`src/dertlv_pkg.sv`:
```
// ----------------------------------------------------------------------------
// DER TLV parser package
// Shared constants, codes and the controller/datapath command and status types.
// ----------------------------------------------------------------------------
package dertlv_pkg;

  localparam int MAX_DEPTH       = 16;
  localparam int TAG_BYTES_LIMIT = 6;
  localparam int LEN_BYTES_LIMIT = 5;
  localparam int LVL_W           = $clog2(MAX_DEPTH + 1);
  localparam int IDX_W           = (MAX_DEPTH > 1) ? $clog2(MAX_DEPTH) : 1;

  // Result kinds
  localparam logic [1:0] KIND_HDR  = 2'd0;
  localparam logic [1:0] KIND_DATA = 2'd1;
  localparam logic [1:0] KIND_END  = 2'd2;
  localparam logic [1:0] KIND_ERR  = 2'd3;

  // Error codes
  localparam logic [2:0] ERR_EOS     = 3'd0;
  localparam logic [2:0] ERR_OVERRUN = 3'd1;
  localparam logic [2:0] ERR_TAG     = 3'd2;
  localparam logic [2:0] ERR_LENLEN  = 3'd3;
  localparam logic [2:0] ERR_INDEF   = 3'd4;
  localparam logic [2:0] ERR_DEEP    = 3'd5;

  // Universal type table: 0 primitive only, 1 constructed only, 2 either, 3 none
  localparam logic [1:0] UNIV_KIND [32] = '{
    2'd0, 2'd0, 2'd0, 2'd2, 2'd2, 2'd0, 2'd0, 2'd2,
    2'd1, 2'd0, 2'd0, 2'd1, 2'd2, 2'd0, 2'd3, 2'd3,
    2'd1, 2'd1, 2'd2, 2'd2, 2'd2, 2'd2, 2'd2, 2'd2,
    2'd2, 2'd2, 2'd2, 2'd2, 2'd2, 2'd2, 2'd2, 2'd3
  };

  // Parser phase
  typedef enum logic [2:0] {
    PH_ID, PH_TAG, PH_LEN1, PH_LENN, PH_DATA
  } phase_t;

  // Controller -> datapath commands
  typedef struct packed {
    logic       byte_en;   // process in_byte in current phase
    logic       pop;       // pop one stack level
  } dp_cmd_t;

  // Datapath -> controller status
  typedef struct packed {
    logic       in_id;     // phase is awaiting identifier
    logic       top_match; // top-of-stack end equals stream offset
    logic       lvl_zero;
    logic       halted;
  } dp_sts_t;

endpackage

```
`src/dertlv_datapath.sv`:
```
// ----------------------------------------------------------------------------
// DER TLV datapath
// Header decode registers, end-offset stack and result formatting.
// ----------------------------------------------------------------------------
module dertlv_datapath (
  input  logic                  clk,
  input  logic                  rst_n,
  input  dertlv_pkg::dp_cmd_t   cmd,
  input  logic [7:0]            in_b,
  output dertlv_pkg::dp_sts_t   sts,
  // result slot 0 produced by a byte
  output logic                  r0_v,
  output logic [1:0]            r0_kind,
  output logic [2:0]            r0_err,
  output logic [31:0]           r0_off,
  output logic [7:0]            r0_byte,
  output logic                  r0_last,
  output logic [1:0]            r0_cls,
  output logic                  r0_cons,
  output logic [27:0]           r0_tag,
  output logic [31:0]           r0_clen,
  output logic [3:0]            r0_hlen,
  output logic [1:0]            r0_warn,
  output logic [4:0]            depth
);
  import dertlv_pkg::*;

  phase_t            phase_r, phase_nxt;
  logic [27:0]       tag_r, tag_nxt;
  logic [3:0]        tcnt_r, tcnt_nxt;
  logic [31:0]       len_r, len_nxt;
  logic [3:0]        lleft_r, lleft_nxt;
  logic [31:0]       cleft_r, cleft_nxt;
  logic [31:0]       off_r;
  logic [31:0]       start_r, start_nxt;
  logic [1:0]        cls_r, cls_nxt;
  logic              cons_r, cons_nxt;
  logic [1:0]        warn_r, warn_nxt;
  logic [4:0]        hcnt_r, hcnt_nxt;
  logic [LVL_W-1:0]  lvl_r;
  logic              halt_r;
  logic [31:0]       stk [MAX_DEPTH];
  logic [31:0]       top;
  logic              push;
  logic [31:0]       push_val;
  logic              fin;         // header completes on this byte
  logic              err;
  logic [2:0]        ecode;
  logic [32:0]       endv;
  logic [31:0]       off_inc;
  logic              hdr_ok;
  logic              dat;
  logic [31:0]       cdec;

  assign top     = stk[IDX_W'(lvl_r - LVL_W'(1))];
  assign off_inc = off_r + 32'd1;
  assign depth   = (lvl_r > LVL_W'(31)) ? 5'd31 : 5'(lvl_r);

  // Header end computation
  always_comb begin
    endv = {1'b0, off_r} + 33'd1 + {1'b0, len_nxt};
  end

  // Per-byte decode
  always_comb begin
    logic [1:0] uk;
    phase_nxt = phase_r; tag_nxt = tag_r; tcnt_nxt = tcnt_r; len_nxt = len_r;
    lleft_nxt = lleft_r; cleft_nxt = cleft_r; start_nxt = start_r;
    cls_nxt = cls_r; cons_nxt = cons_r; warn_nxt = warn_r; hcnt_nxt = hcnt_r;
    fin = 1'b0; err = 1'b0; ecode = ERR_EOS; dat = 1'b0; cdec = cleft_r;
    uk = UNIV_KIND[in_b[4:0]];
    case (phase_r)
      PH_ID: begin
        cls_nxt = in_b[7:6]; cons_nxt = in_b[5]; warn_nxt = 2'b00;
        if (in_b[7:6] == 2'd0 && uk[1] == 1'b0 && in_b[5] != uk[0]) begin
          cons_nxt = 1'b0; warn_nxt = 2'b01;
        end
        start_nxt = off_r; tcnt_nxt = 4'd1; hcnt_nxt = 5'd1; len_nxt = '0;
        if (in_b[4:0] == 5'h1F) begin
          tag_nxt = '0; phase_nxt = PH_TAG;
        end else begin
          tag_nxt = 28'(in_b[4:0]); phase_nxt = PH_LEN1;
        end
      end
      PH_TAG: begin
        tag_nxt = {tag_r[20:0], in_b[6:0]};
        tcnt_nxt = tcnt_r + 4'd1;
        hcnt_nxt = hcnt_r + 5'd1;
        if (tcnt_nxt >= 4'(TAG_BYTES_LIMIT)) begin
          err = 1'b1; ecode = ERR_TAG;
        end else if (!in_b[7]) begin
          if (cls_r == 2'd0 && tag_nxt >= 28'd31) warn_nxt = warn_r | 2'b10;
          phase_nxt = PH_LEN1;
        end
      end
      PH_LEN1: begin
        hcnt_nxt = hcnt_r + 5'd1;
        if (in_b[7]) begin
          if (in_b[6:0] > 7'(LEN_BYTES_LIMIT - 1)) begin
            err = 1'b1; ecode = ERR_LENLEN;
          end else if (in_b[6:0] == 7'd0) begin
            err = 1'b1; ecode = ERR_INDEF;
          end else begin
            len_nxt = '0; lleft_nxt = 4'(in_b[3:0]); phase_nxt = PH_LENN;
          end
        end else begin
          len_nxt = 32'(in_b); fin = 1'b1;
        end
      end
      PH_LENN: begin
        hcnt_nxt = hcnt_r + 5'd1;
        if (len_r[31:24] != 8'd0) begin
          err = 1'b1; ecode = ERR_LENLEN;
        end else begin
          len_nxt = {len_r[23:0], in_b};
          if (lleft_r != 4'd0) lleft_nxt = lleft_r - 4'd1;
          if (lleft_nxt == 4'd0) fin = 1'b1;
        end
      end
      default: begin
        dat = 1'b1;
        if (cleft_r != 32'd0) cdec = cleft_r - 32'd1;
        cleft_nxt = cdec;
        if (cdec == 32'd0) phase_nxt = PH_ID;
      end
    endcase
    // header completion checks
    hdr_ok = 1'b0;
    push = 1'b0;
    if (fin) begin
      if (endv[32]) begin
        err = 1'b1; ecode = ERR_OVERRUN;
      end else if (lvl_r != '0 && endv[31:0] > top) begin
        err = 1'b1; ecode = ERR_OVERRUN;
      end else if (cons_r && lvl_r >= LVL_W'(MAX_DEPTH)) begin
        err = 1'b1; ecode = ERR_DEEP;
      end else begin
        hdr_ok = 1'b1;
        if (cons_r) begin
          push = 1'b1; phase_nxt = PH_ID;
        end else if (len_nxt != 32'd0) begin
          cleft_nxt = len_nxt; phase_nxt = PH_DATA;
        end else begin
          phase_nxt = PH_ID;
        end
      end
    end
    push_val = endv[31:0];
  end

  // Slot 0: header, data or error from the byte itself.
  // Clean end / end-of-stream error is handled by the controller after pops.
  always_comb begin
    r0_v = cmd.byte_en && (err || hdr_ok || dat);
    r0_kind = err ? KIND_ERR : (dat ? KIND_DATA : KIND_HDR);
    r0_err  = err ? ecode : 3'd0;
    r0_off  = err ? off_r : start_r;
    r0_byte = dat ? in_b : 8'd0;
    r0_last = dat && cdec == 32'd0;
    r0_cls  = (hdr_ok && !err) ? cls_r : 2'd0;
    r0_cons = (hdr_ok && !err) ? cons_r : 1'b0;
    r0_tag  = (hdr_ok && !err) ? tag_nxt : 28'd0;
    r0_clen = (hdr_ok && !err) ? len_nxt : 32'd0;
    r0_hlen = (hdr_ok && !err) ? ((hcnt_nxt > 5'd15) ? 4'd15 : hcnt_nxt[3:0]) : 4'd0;
    r0_warn = (hdr_ok && !err) ? warn_nxt : 2'd0;
  end

  // Status to controller
  assign sts.in_id     = phase_r == PH_ID;
  assign sts.top_match = lvl_r != '0 && top == off_r;
  assign sts.lvl_zero  = lvl_r == '0;
  assign sts.halted    = halt_r;

  // State registers
  always_ff @(posedge clk) begin
    if (!rst_n) begin
      phase_r <= PH_ID; tag_r <= '0; tcnt_r <= '0; len_r <= '0; lleft_r <= '0;
      cleft_r <= '0; off_r <= '0; start_r <= '0; cls_r <= '0; cons_r <= 1'b0;
      warn_r <= '0; hcnt_r <= '0; lvl_r <= '0; halt_r <= 1'b0;
    end else if (cmd.byte_en) begin
      phase_r <= phase_nxt; tag_r <= tag_nxt; tcnt_r <= tcnt_nxt; len_r <= len_nxt;
      lleft_r <= lleft_nxt; cleft_r <= cleft_nxt; start_r <= start_nxt;
      cls_r <= cls_nxt; cons_r <= cons_nxt; warn_r <= warn_nxt; hcnt_r <= hcnt_nxt;
      off_r <= off_inc;
      if (push) lvl_r <= lvl_r + LVL_W'(1);
      if (err) halt_r <= 1'b1;
    end else if (cmd.pop) begin
      lvl_r <= lvl_r - LVL_W'(1);
    end
  end

  // End-offset stack
  always_ff @(posedge clk) begin
    if (cmd.byte_en && push) stk[IDX_W'(lvl_r)] <= push_val;
  end

endmodule

```
`src/dertlv_ctrl.sv`:
```
// ----------------------------------------------------------------------------
// DER TLV controller
// Sequences byte decode, stack pops and stream-end result; owns the output valid flag.
// ----------------------------------------------------------------------------
module dertlv_ctrl (
  input  logic                 clk,
  input  logic                 rst_n,
  input  logic                 in_valid,
  output logic                 in_stall,
  input  logic                 in_is_last,
  input  logic                 out_stall,
  output logic                 out_valid,
  output dertlv_pkg::dp_cmd_t  cmd,
  input  dertlv_pkg::dp_sts_t  sts,
  input  logic                 r0_v,
  output logic                 load_r0,
  output logic                 load_end,
  output logic                 end_err
);
  import dertlv_pkg::*;

  typedef enum logic [2:0] {S_IDLE, S_OUT0, S_POP, S_END, S_DONE} st_t;

  st_t  st_r;
  logic last_r;
  logic ov_r;

  assign out_valid = ov_r;
  assign in_stall  = !(st_r == S_IDLE && !ov_r);

  always_comb begin
    cmd.byte_en = st_r == S_IDLE && !ov_r && in_valid;
    cmd.pop     = st_r == S_POP && sts.in_id && !sts.halted && sts.top_match;
    load_r0     = cmd.byte_en && r0_v;
    load_end    = st_r == S_END && !ov_r;
    end_err     = !(sts.in_id && sts.lvl_zero);
  end

  // Controller state and output-valid register
  always_ff @(posedge clk) begin
    if (!rst_n) begin
      st_r <= S_IDLE; ov_r <= 1'b0; last_r <= 1'b0;
    end else begin
      if (ov_r && !out_stall) ov_r <= 1'b0;
      case (st_r)
        S_IDLE: if (cmd.byte_en) begin
          last_r <= in_is_last;
          if (r0_v) ov_r <= 1'b1;
          st_r <= S_POP;
        end
        S_POP: begin
          if (sts.halted) st_r <= S_DONE;
          else if (!cmd.pop) st_r <= last_r ? S_END : S_IDLE;
        end
        S_END: if (!ov_r || !out_stall) begin
          if (!ov_r) begin ov_r <= 1'b1; st_r <= S_DONE; end
        end
        S_DONE: st_r <= S_DONE;
        default: st_r <= S_IDLE;
      endcase
    end
  end

endmodule

```
`src/der_tlv_stream_parser_core.sv`:
```
// ----------------------------------------------------------------------------
// DER TLV stream parser core
// Decodes DER identifier and length octets; emits header, content-byte, end and error results.
// ----------------------------------------------------------------------------
// channel | direction | handshake
// in_     | in        | in_valid / in_stall, fields in_byte, in_is_last
// out_    | out       | out_valid / out_stall, one port per result field
// Each byte is decoded, then each nesting level closed at its offset is
// popped (stack pops); the last byte also produces the stream-end result.
// The single output register holds one result; a byte is not taken while it
// is full. Reset is synchronous, active low. After an error or a clean end
// the block takes no more bytes until reset.
module der_tlv_stream_parser_core (
  input  logic        clk,
  input  logic        rst_n,
  input  logic        in_valid,
  output logic        in_stall,
  input  logic [7:0]  in_byte,
  input  logic        in_is_last,
  output logic        out_valid,
  input  logic        out_stall,
  output logic [1:0]  out_kind,
  output logic [1:0]  out_id_class,
  output logic        out_constructed,
  output logic [27:0] out_tag_value,
  output logic [31:0] out_content_length,
  output logic [3:0]  out_header_length,
  output logic [4:0]  out_nest_depth,
  output logic [31:0] out_byte_offset,
  output logic [7:0]  out_content_byte,
  output logic        out_element_last,
  output logic [2:0]  out_error_code,
  output logic [1:0]  out_warnings
);
  import dertlv_pkg::*;

  dp_cmd_t cmd;
  dp_sts_t sts;
  logic r0_v, load_r0, load_end, end_err;
  logic [1:0] r0_kind, r0_cls, r0_warn;
  logic [2:0] r0_err;
  logic [31:0] r0_off, r0_clen;
  logic [7:0] r0_byte;
  logic r0_last, r0_cons;
  logic [27:0] r0_tag;
  logic [3:0] r0_hlen;
  logic [4:0] depth;
  logic [31:0] off_r;

  dertlv_datapath u_dp (
    .clk, .rst_n, .cmd, .in_b(in_byte), .sts,
    .r0_v, .r0_kind, .r0_err, .r0_off, .r0_byte, .r0_last, .r0_cls,
    .r0_cons, .r0_tag, .r0_clen, .r0_hlen, .r0_warn, .depth
  );

  dertlv_ctrl u_ctrl (
    .clk, .rst_n, .in_valid, .in_stall, .in_is_last, .out_stall, .out_valid,
    .cmd, .sts, .r0_v, .load_r0, .load_end, .end_err
  );

  // Track stream offset for the end result
  always_ff @(posedge clk) begin
    if (!rst_n) off_r <= '0;
    else if (cmd.byte_en) off_r <= off_r + 32'd1;
  end

  // Output payload register
  always_ff @(posedge clk) begin
    if (load_r0) begin
      out_kind <= r0_kind; out_id_class <= r0_cls; out_constructed <= r0_cons;
      out_tag_value <= r0_tag; out_content_length <= r0_clen;
      out_header_length <= r0_hlen; out_nest_depth <= depth;
      out_byte_offset <= r0_off; out_content_byte <= r0_byte;
      out_element_last <= r0_last; out_error_code <= r0_err;
      out_warnings <= r0_warn;
    end else if (load_end) begin
      out_kind <= end_err ? KIND_ERR : KIND_END;
      out_id_class <= '0; out_constructed <= 1'b0; out_tag_value <= '0;
      out_content_length <= '0; out_header_length <= '0;
      out_nest_depth <= end_err ? depth : 5'd0;
      out_byte_offset <= off_r; out_content_byte <= '0;
      out_element_last <= 1'b0; out_error_code <= ERR_EOS; out_warnings <= '0;
    end
  end

endmodule

```
`config.mk`:
```
export PLATFORM = sky130hd
export DESIGN_NAME = der_tlv_stream_parser_core
export DESIGN_NICKNAME = d
export VERILOG_FILES = /design/src/dertlv_pkg.sv /design/src/dertlv_datapath.sv /design/src/dertlv_ctrl.sv /design/src/der_tlv_stream_parser_core.sv
export SDC_FILE = /design/constraint.sdc
export NUM_CORES = 1
export LEC_CHECK = 0
export ABC_AREA = 1
export ABC_CLOCK_PERIOD_IN_PS = 24900
export BUFFER_PORTS_ARGS = -buffer_cell sky130_fd_sc_hd__buf_2
export CAP_MARGIN = 5
export CORE_UTILIZATION = 35
export CTS_CLUSTER_DIAMETER = 150
export DETAILED_ROUTE_END_ITERATION = 10
export HOLD_SLACK_MARGIN = 0.12
export PLACE_DENSITY = 0.5
export SLEW_MARGIN = 40
export SYNTH_ARGS = -nofsm -noshare
export SYNTH_HDL_FRONTEND = slang
export SYNTH_HIERARCHICAL = 1
export SYNTH_SLANG_ARGS = --single-unit
```
`constraint.sdc`:
```
create_clock -name clk -period 24.9 [get_ports clk]
set_input_delay 1.245 -clock clk [delete_from_list [all_inputs] [get_ports clk]]
set_output_delay 1.245 -clock clk [all_outputs]
set_load 0.02 [all_outputs]
```
==> results of run 1 <==
-- worst max-delay path: cells and delay by family, from the launching register on --
family | cells | cell delay, ns
compound gates | 8 | 2.75
buf+inv | 7 | 2.40
fa+ha+maj | 2 | 0.69
simple gates | 20 | 3.47
flops | 1 | 0.32
xor+xnor | 1 | 0.62
-- power breakdown --
group	switching, W	total [W]	internal [W]
Combinational	0.000394	0.000538	0.000144
Sequential	0.0000391	0.00164	0.00160
Clock	0.000592	0.00137	0.000778
-- final cells by class --
| cell class | count | area, µm² | area share, % |
|---|---|---|---|
| tap | 1524 | 1910 | 4.07 |
| timing repair buffer | 192 | 1160 | 2.48 |
| clock buffer | 134 | 2650 | 5.65 |
| sequential | 852 | 23400 | 49.9 |
| clock inverter | 44 | 405 | 0.865 |
| multi-input combinational | 2944 | 15300 | 32.7 |
| inverter | 536 | 2030 | 4.33 |
-- cells in the mapped netlist, types with 4 or more instances --
| cell type | count |
|---|---|
| and3_1 | 4 |
| edfxtp_1 | 632 |
| dfxtp_1 | 220 |
| nand2_1 | 746 |
| buf_4 | 4 |
| inv_1 | 515 |
| nand3b_1 | 7 |
| buf_1 | 7 |
| xnor2_1 | 13 |
| clkinv_1 | 7 |
| a311oi_1 | 5 |
| nor2_1 | 619 |
| a31oi_1 | 21 |
| or2_2 | 5 |
| o21ai_0 | 546 |
| a21o_1 | 5 |
| o21bai_1 | 7 |
| o211ai_1 | 76 |
| nor3_1 | 46 |
| clkbuf_1 | 187 |
| inv_2 | 13 |
| a21oi_1 | 265 |
| o31ai_1 | 4 |
| nor2_4 | 10 |
| nand4_1 | 86 |
| buf_2 | 32 |
| buf_6 | 9 |
| nor4_1 | 12 |
| nand2_2 | 11 |
| o22ai_1 | 60 |
| o221ai_1 | 58 |
| o21a_1 | 7 |
| a21oi_2 | 9 |
| ha_1 | 80 |
| a21boi_0 | 4 |
| o21ai_1 | 15 |
| a211oi_1 | 5 |
| nand3_1 | 136 |
| xor2_1 | 43 |
| nor2_2 | 17 |
| a22oi_1 | 4 |
| a221oi_1 | 4 |
-- metal layers --
metal	wire, µm	vias up	global-route usage [%]	part of all wire, %
met5	0	-	0	0
li1	-	15800	-	-
met1	62400	15900	31.5	47
met2	59000	883	33.7	45
met4	3070	0	6.20	2.3
met3	7320	168	2.83	5.6
-- flip-flops by register name, summed over array words and instances (netlist names), 8 cells and up --
name                flops
u_dp/stk              512
off_r                  32
out_byte_offset        32
out_content_length     32
u_dp/cleft_r           32
u_dp/len_r             32
u_dp/off_r             32
u_dp/start_r           32
out_tag_value          28
u_dp/tag_r             28
out_content_byte        8
-- worst max path at each step --
| stage | startpoint | cells after the start | slack, ns | to |
|---|---|---|---|---|
| after floorplan | in_byte[0] | 33 | 16.19 | u_dp/stk[3][0] |
| after global placement | in_byte[1] | 39 | 13.64 | out_content_length[8] |
| after detailed placement | in_byte[1] | 39 | 13.36 | out_content_length[11] |
| after CTS | u_dp/phase_r[2] | 38 | 13.94 | out_content_length[10] |
| after global routing | u_dp/phase_r[2] | 38 | 13.12 | out_content_length[20] |
| final | u_dp/phase_r[2] | 38 | 14.16 | out_content_length[16] |
-- placed cells by master (no fill, tap or decap), drive strengths merged, types with 2 or more instances in the layout --
master,count
a211oi,5
a21boi,4
a21o,5
a21oi,274
a221oi,4
a22oi,4
a311oi,5
a31oi,21
and3,4
buf,192
bufinv,3
clkbuf,134
clkinv,42
clkinvlp,2
dfxtp,220
edfxtp,632
ha,80
inv,533
nand2,759
nand3,139
nand3b,7
nand4,88
nor2,646
nor3,46
nor4,13
o211ai,76
o21a,7
o21ai,563
o21bai,7
o221ai,58
o22ai,60
o31ai,4
or2,5
xnor2,13
xor2,43
-- per-stage QoR --
stage	setup slack (ns)	utilization, %
after floorplan	16.19	-
final	14.16	40.2
after global routing	13.12	40.2
after global placement	13.64	37.4
after CTS	13.94	40.2
after detailed placement	13.36	37.6
-- cells by family (layout without fill, tap and decap cells) --
kind of cell,count (synthesis),count (layout),synth area share [%]
buffers and inverters,775,906,7.35
AO/OA/AOI/OAI,1098,1098,15.0
AND/OR/NAND/NOR,1709,1709,17.4
adder cells (fa/ha/maj),81,81,2.47
flip-flops,852,852,56.7
XOR/XNOR,56,56,1.19
==> impl_metrics.py, run 1 <==
metrics = {
    "setup_path": {
        "worst_setup_path_start_kind": "flop",
        "path_class": "flop to flop",
        "cp_data_arrival_time_ns": 11.06,
        "crit_path_max_incr_delay_ns": 0.75,
        "register_to_register_path_depth": 38,
        "r2r_slack_ns": 14.16,
        "critical_path.slowest_cell": "or2_4",
        "critical_path_end_type": "flop",
        "critPathMaxFanout": 74,
        "worst_ep_required_time_ns": 25.21,
        "r2r_end": "out_content_length[16]",
        "r2r_start": "u_dp/phase_r[2]",
        "path_common_cell": "nand2_1",
    },
    "clock_tree": {
        "cts-resized-gates": 0,
        "cts_hold_repair.buffers": 0,
        "clk_pin_slew_ns": 0.06,
        "postCtsSetupBuffers": 0,
        "numCtsBuffers": 94,
        "cts_num_sinks": 852,
        "cts_root_buf": "clkbuf_16",
        "clockBufferDepth": 3,
        "clock_insertion_delay_worst_skew_ns": 0.70,
        "htree_num_levels": 3,
        "cts_tree": "yes",
    },
    "synthesis": {
        "yosys.cell_types.count": 54,
        "ys_dominant_reg_cell": "edfxtp_1",
        "asyncSetResetFlopFracSynth_pct": 0,
        "synth-seq-area-share_pct": 56.7,
        "postSynthCellCount": 4571,
        "yosys_warnings": 6,
        "yosys.area.top_type_share_pct": 46.0,
        "netlist_area_um2": 41300,
        "post-synth-top-area-cell": "edfxtp_1",
        "post_synth.cell_area_avg_um2": 9.03,
        "yosys_register_bits": 852,
        "ys_top_cells_by_area": "edfxtp_1 46%, dfxtp_1 11%, nand2_1 6.8%, o21ai_0 6.6%, nor2_1 5.6%",
        "synth_fp_nets": 4665,
        "synth_edf_count": 632,
    },
    "die": {
        "die_y_um": 345,
        "io_pins": 135,
        "core.rowCount": 125,
        "die_w_um": 345,
        "die_area_um2": 119000,
        "core_um2": 117000,
        "floorplan.initialDensity_pct": 35.4,
    },
    "layout": {
        "antenna_cells": 0,
        "num-nets-final": 4714,
        "non_filler_cell_area_final_um2": 46800,
        "final.fill_count": 11500,
        "area_delta_synth_final_pct": 13.5,
        "instances_no_fill": 6226,
        "drive_gt1_share_pct": 9.78,
    },
    "routing": {
        "route.antenna.remaining_nets": 0,
        "drt-total-wl_um": 132000,
        "drt_first_pass_iters": 5,
        "first_iter_violations": 3076,
        "vias_after_detailed_routing": 32700,
        "route.detailed.wl_per_inst_um": 21.2,
        "detail_route.drc_violations": 0,
        "avgViaCountPerCell": 5.25,
    },
    "timing": {
        "hold_viol_final": 0,
        "tns_ns": 0,
        "timing.final.crit_period_ns": 10.74,
        "tightest_pin_transition_ns": 0.939,
        "fin_crit_sh_pct": 43.2,
        "maxSlewViolCount": 0,
        "fmaxAchievable_ghz": 0.0931,
        "setup_viol": 0,
        "finalClockSkew_ns": 0.0457,
        "grt_setup_unrepaired": "no",
        "finalHoldWorstSlack_ns": 0.444,
        "timing.slew.headroom_pct": 37.0,
    },
    "worst_hold_path": {
        "min_path_cells": 2,
        "worstHoldEndpoint": "u_dp/start_r[2]",
        "timing.hold.worst.start": "u_dp/start_r[2]",
        "hold_path.class": "flop to flop",
    },
    "global_route": {
        "first_global_vias": 30300,
        "grt.total_usage_pct": 21.7,
        "maximum_number_of_pins_on_one_net_before_global_route_repair": 148,
        "grt_overflow_total": 0,
        "grt_antenna_before_repair": 1,
        "grt_pass1_wl_um": 197000,
    },
    "placed_design": {
        "input_output_buffers": 134,
        "placed_cells_incl_taps": 6047,
        "gp_routability_congestion": 0.900,
        "post_place_instance_area_um2": 43800,
        "dpl.hpwl_um": 82300,
    },
    "power_and_ir_drop": {
        "report.power.total_w": 0.00354,
        "worst_ir_drop_vdd_v": 0.0000501,
        "power_leakage_nw": 18.3,
        "powerDensity_nw_per_um2": 75.6,
    },
    "run_status": {
        "run_status": "finished clean",
    },
    "job": {
        "cap_viol_max_count": 0,
    },
}
Note: power is estimated with default switching activity, not from simulation.
==> run 2: changes to the inputs <==
- ABC_AREA: 1 -> 0
- ABC_CLOCK_PERIOD_IN_PS: 24900 -> 9850
- PLACE_DENSITY: 0.5 -> 0.52
- clock period: 24.9 -> 9.85 ns (I/O delays scaled with it)
==> impl_metrics.py, run 2 <==
metrics = {
    "power_and_ir_drop": {
        "sw_frac_of_total_pct": 23.4,
        "powerDensity_nw_per_um2": 173,
        "report.power.total_w": 0.00780,
        "switchingPower_w": 0.00183,
        "comb_power_share_pct": 5.8,
        "worst_ir_drop_vdd_v": 0.000155,
        "p_clk_share_pct": 44.0,
        "power.internal_w": 0.00597,
        "power_leakage_nw": 15.9,
        "share_seq_of_total_power_pct": 50.2,
    },
    "clock_tree": {
        "clk_pin_slew_ns": 0.06,
        "cts_num_sinks": 852,
        "postCtsSetupBuffers": 0,
        "cts_root_buf": "clkbuf_16",
        "htree_num_levels": 3,
        "clockBufferDepth": 3,
        "numCtsBuffers": 94,
        "clock_insertion_delay_worst_skew_ns": 0.71,
        "cts_tree": "yes",
    },
    "job": {
        "cap_viol_max_count": 0,
    },
    "routing": {
        "vias_after_detailed_routing": 25500,
        "route.detailed.wl_per_inst_um": 22.6,
        "route.antenna.remaining_nets": 0,
        "detail_route.drc_violations": 0,
        "avgViaCountPerCell": 5.40,
        "drt_first_pass_iters": 5,
        "first_iter_violations": 2493,
        "drt-total-wl_um": 107000,
    },
    "worst_hold_path": {
        "hold_path.class": "input port to flop",
    },
    "timing": {
        "fmaxAchievable_ghz": 0.110,
        "hold_viol_final": 0,
        "timing.final.crit_period_ns": 9.09,
        "fin_crit_sh_pct": 92.2,
        "maxSlewViolCount": 0,
        "finalClockSkew_ns": 0.0522,
        "tns_ns": 0,
        "setup_viol": 0,
        "timing.slew.headroom_pct": 44.6,
        "grt_setup_unrepaired": "no",
        "tightest_pin_transition_ns": 0.830,
    },
    "setup_path": {
        "path_class": "flop to flop",
        "critical_path.n_buffers_inverters": 3,
        "worst_ep_required_time_ns": 10.27,
        "crit_path_max_incr_delay_ns": 0.63,
        "critical_path_end_type": "flop",
        "path_common_cell": "a2111oi_0",
        "critical_path.slowest_cell": "a22oi_1",
        "worst_setup_path_start_kind": "flop",
        "critPathMaxFanout": 39,
        "cp_data_arrival_time_ns": 9.51,
        "crit_family": "compound AO/OA/AOI/OAI gates",
    },
    "synthesis": {
        "asyncSetResetFlopFracSynth_pct": 0,
        "yosys.cell_types.count": 90,
        "post-synth-top-area-cell": "edfxtp_1",
        "ys_dominant_reg_cell": "edfxtp_1",
        "ys_top_cells_by_area": "edfxtp_1 49%, dfxtp_1 11%, mux4_2 9.2%, nor2_1 2.7%, ha_1 2.6%",
        "netlist_area_um2": 39100,
        "yosys_register_bits": 852,
        "synth_edf_count": 632,
        "yosysMostFrequentCell": "edfxtp_1",
        "postSynthCellCount": 3028,
        "post_synth_most_frequent_cells": "632 x edfxtp_1, 286 x nor2_1, 220 x dfxtp_1",
        "yosys.area.top_type_share_pct": 48.6,
        "synth_fp_nets": 3122,
        "synth-seq-area-share_pct": 59.8,
        "yosys_warnings": 6,
        "post_synth.cell_area_avg_um2": 12.9,
    },
    "global_route": {
        "grt.total_usage_pct": 18.8,
        "first_global_vias": 24200,
        "grt_pass1_wl_um": 159000,
        "grt_overflow_total": 0,
        "grt_antenna_before_repair": 1,
        "maximum_number_of_pins_on_one_net_before_global_route_repair": 102,
    },
    "die": {
        "core_um2": 111000,
        "die_y_um": 336,
        "die_w_um": 336,
        "die_area_um2": 113000,
        "io_pins": 135,
        "core.rowCount": 122,
        "floorplan.initialDensity_pct": 35.3,
    },
    "layout": {
        "drive_gt1_share_pct": 20.3,
        "non_filler_cell_area_final_um2": 44900,
        "antenna_cells": 0,
        "seq_area_um2": 23400,
        "top_register": "u_dp/stk",
        "final.fill_count": 10400,
        "num-nets-final": 3247,
        "area_delta_synth_final_pct": 15.0,
        "instances_no_fill": 4721,
        "final_common_cell": "edfxtp_1",
        "largest_reg_flops": 512,
        "multi_input_area_um2": 14800,
        "layout_common_cells": "632 x edfxtp_1, 269 x nor2_1, 218 x dfxtp_1",
    },
    "placed_design": {
        "gp_routability_congestion": 0.858,
        "dpl.hpwl_um": 71900,
        "input_output_buffers": 134,
        "placed_cells_incl_taps": 4542,
        "post_place_instance_area_um2": 41900,
    },
    "run_status": {
        "run_status": "finished clean",
    },
}
run 2: cell count changes after synthesis, sizes merged, moves of 64 or more:
cell	delta
nand2	-577
inv	-423
o211ai	-64
nor2	-360
o21ai	-488
a22oi	+80
mux4	+160
and2	+91
a21oi	-139
run 2: worst paths after layout:
check,slack (ns),end,startpoint,cells after the start
worst min register to register,0.45,u_dp/start_r[2],u_dp/start_r[2],2
worst min-delay path,0.19,u_dp/cls_r[0],in_byte[6],3
worst max-delay path,0.76,out_byte_offset[6],u_dp/len_r[26],30
worst max register to register,0.76,out_byte_offset[6],u_dp/len_r[26],30
run 2: power groups by stage:
stage / clock, W / sequential, W / combinational, W
final: 0.00343 / 0.00391 / 0.000456
after global placement: 0 / 0.00399 / 0.000446
after floorplan: 0 / 0.00397 / 0.000294
after global routing: 0.00365 / 0.00391 / 0.000496
after detailed placement: 0 / 0.00399 / 0.000451
after CTS: 0.00351 / 0.00391 / 0.000453
run 2: what timing repair did:
action / 4_1_cts / 5_1_grt
hold buffers: 2 / 0
endpoints found under the hold margin: 2 / 0
endpoints found under the setup margin: 0 / 0
resized for setup: 0 / 0
run 2: cell families after synthesis:
family	count (synthesis)	share of synthesized area [%]
buffers and inverters	307	3.12
AO/OA/AOI/OAI	506	8.67
flip-flops	852	59.8
AND/OR/NAND/NOR	935	12.0
multiplexers	227	11.1
XOR/XNOR	120	2.69
adder cells (fa/ha/maj)	81	2.61
run 2: routing by layer:
| metal | GRT usage, % | wire (µm) | vias to the layer above |
|---|---|---|---|
| li1 | - | - | 11800 |
| met1 | 27.1 | 49400 | 12800 |
| met2 | 28.2 | 47500 | 732 |
| met3 | 3.13 | 6170 | 175 |
| met4 | 7.19 | 3840 | 0 |
| met5 | 0 | 0 | - |
run 2: layout make-up:
class	instances	area share (%)
clock buffer	115	5.55
clock inverter	61	1.18
inverter	108	0.910
multi-input combinational	1869	32.9
sequential	852	52.0
tap	1488	4.14
timing repair buffer	228	3.31
run 2: worst reg2reg max path, delay by kind of cell (launching register included):
kind / cells / cell delay, ns
DFF: 1 / 0.32
muxes: 2 / 0.69
and+or+nand+nor: 6 / 1.87
xor gates and xnor gates: 1 / 0.15
adders and majority gates: 2 / 0.58
AOI/OAI and AO/OA: 16 / 4.39
buffers and inverters: 3 / 0.84
run 2: through the flow:
| step | utilization (%) | hold WS [ns] | worst slack, ns |
|---|---|---|---|
| 2_1_floorplan | - | 0.433 | 0.777 |
| 3_3_place_gp | 37.7 | 0.443 | 0.973 |
| 3_5_place_dp | 37.8 | 0.444 | 0.896 |
| 4_1_cts | 40.6 | 0.133 | 0.849 |
| 5_1_grt | 40.6 | 0.165 | 0.215 |
| 6_report | 40.6 | 0.186 | 0.764 |
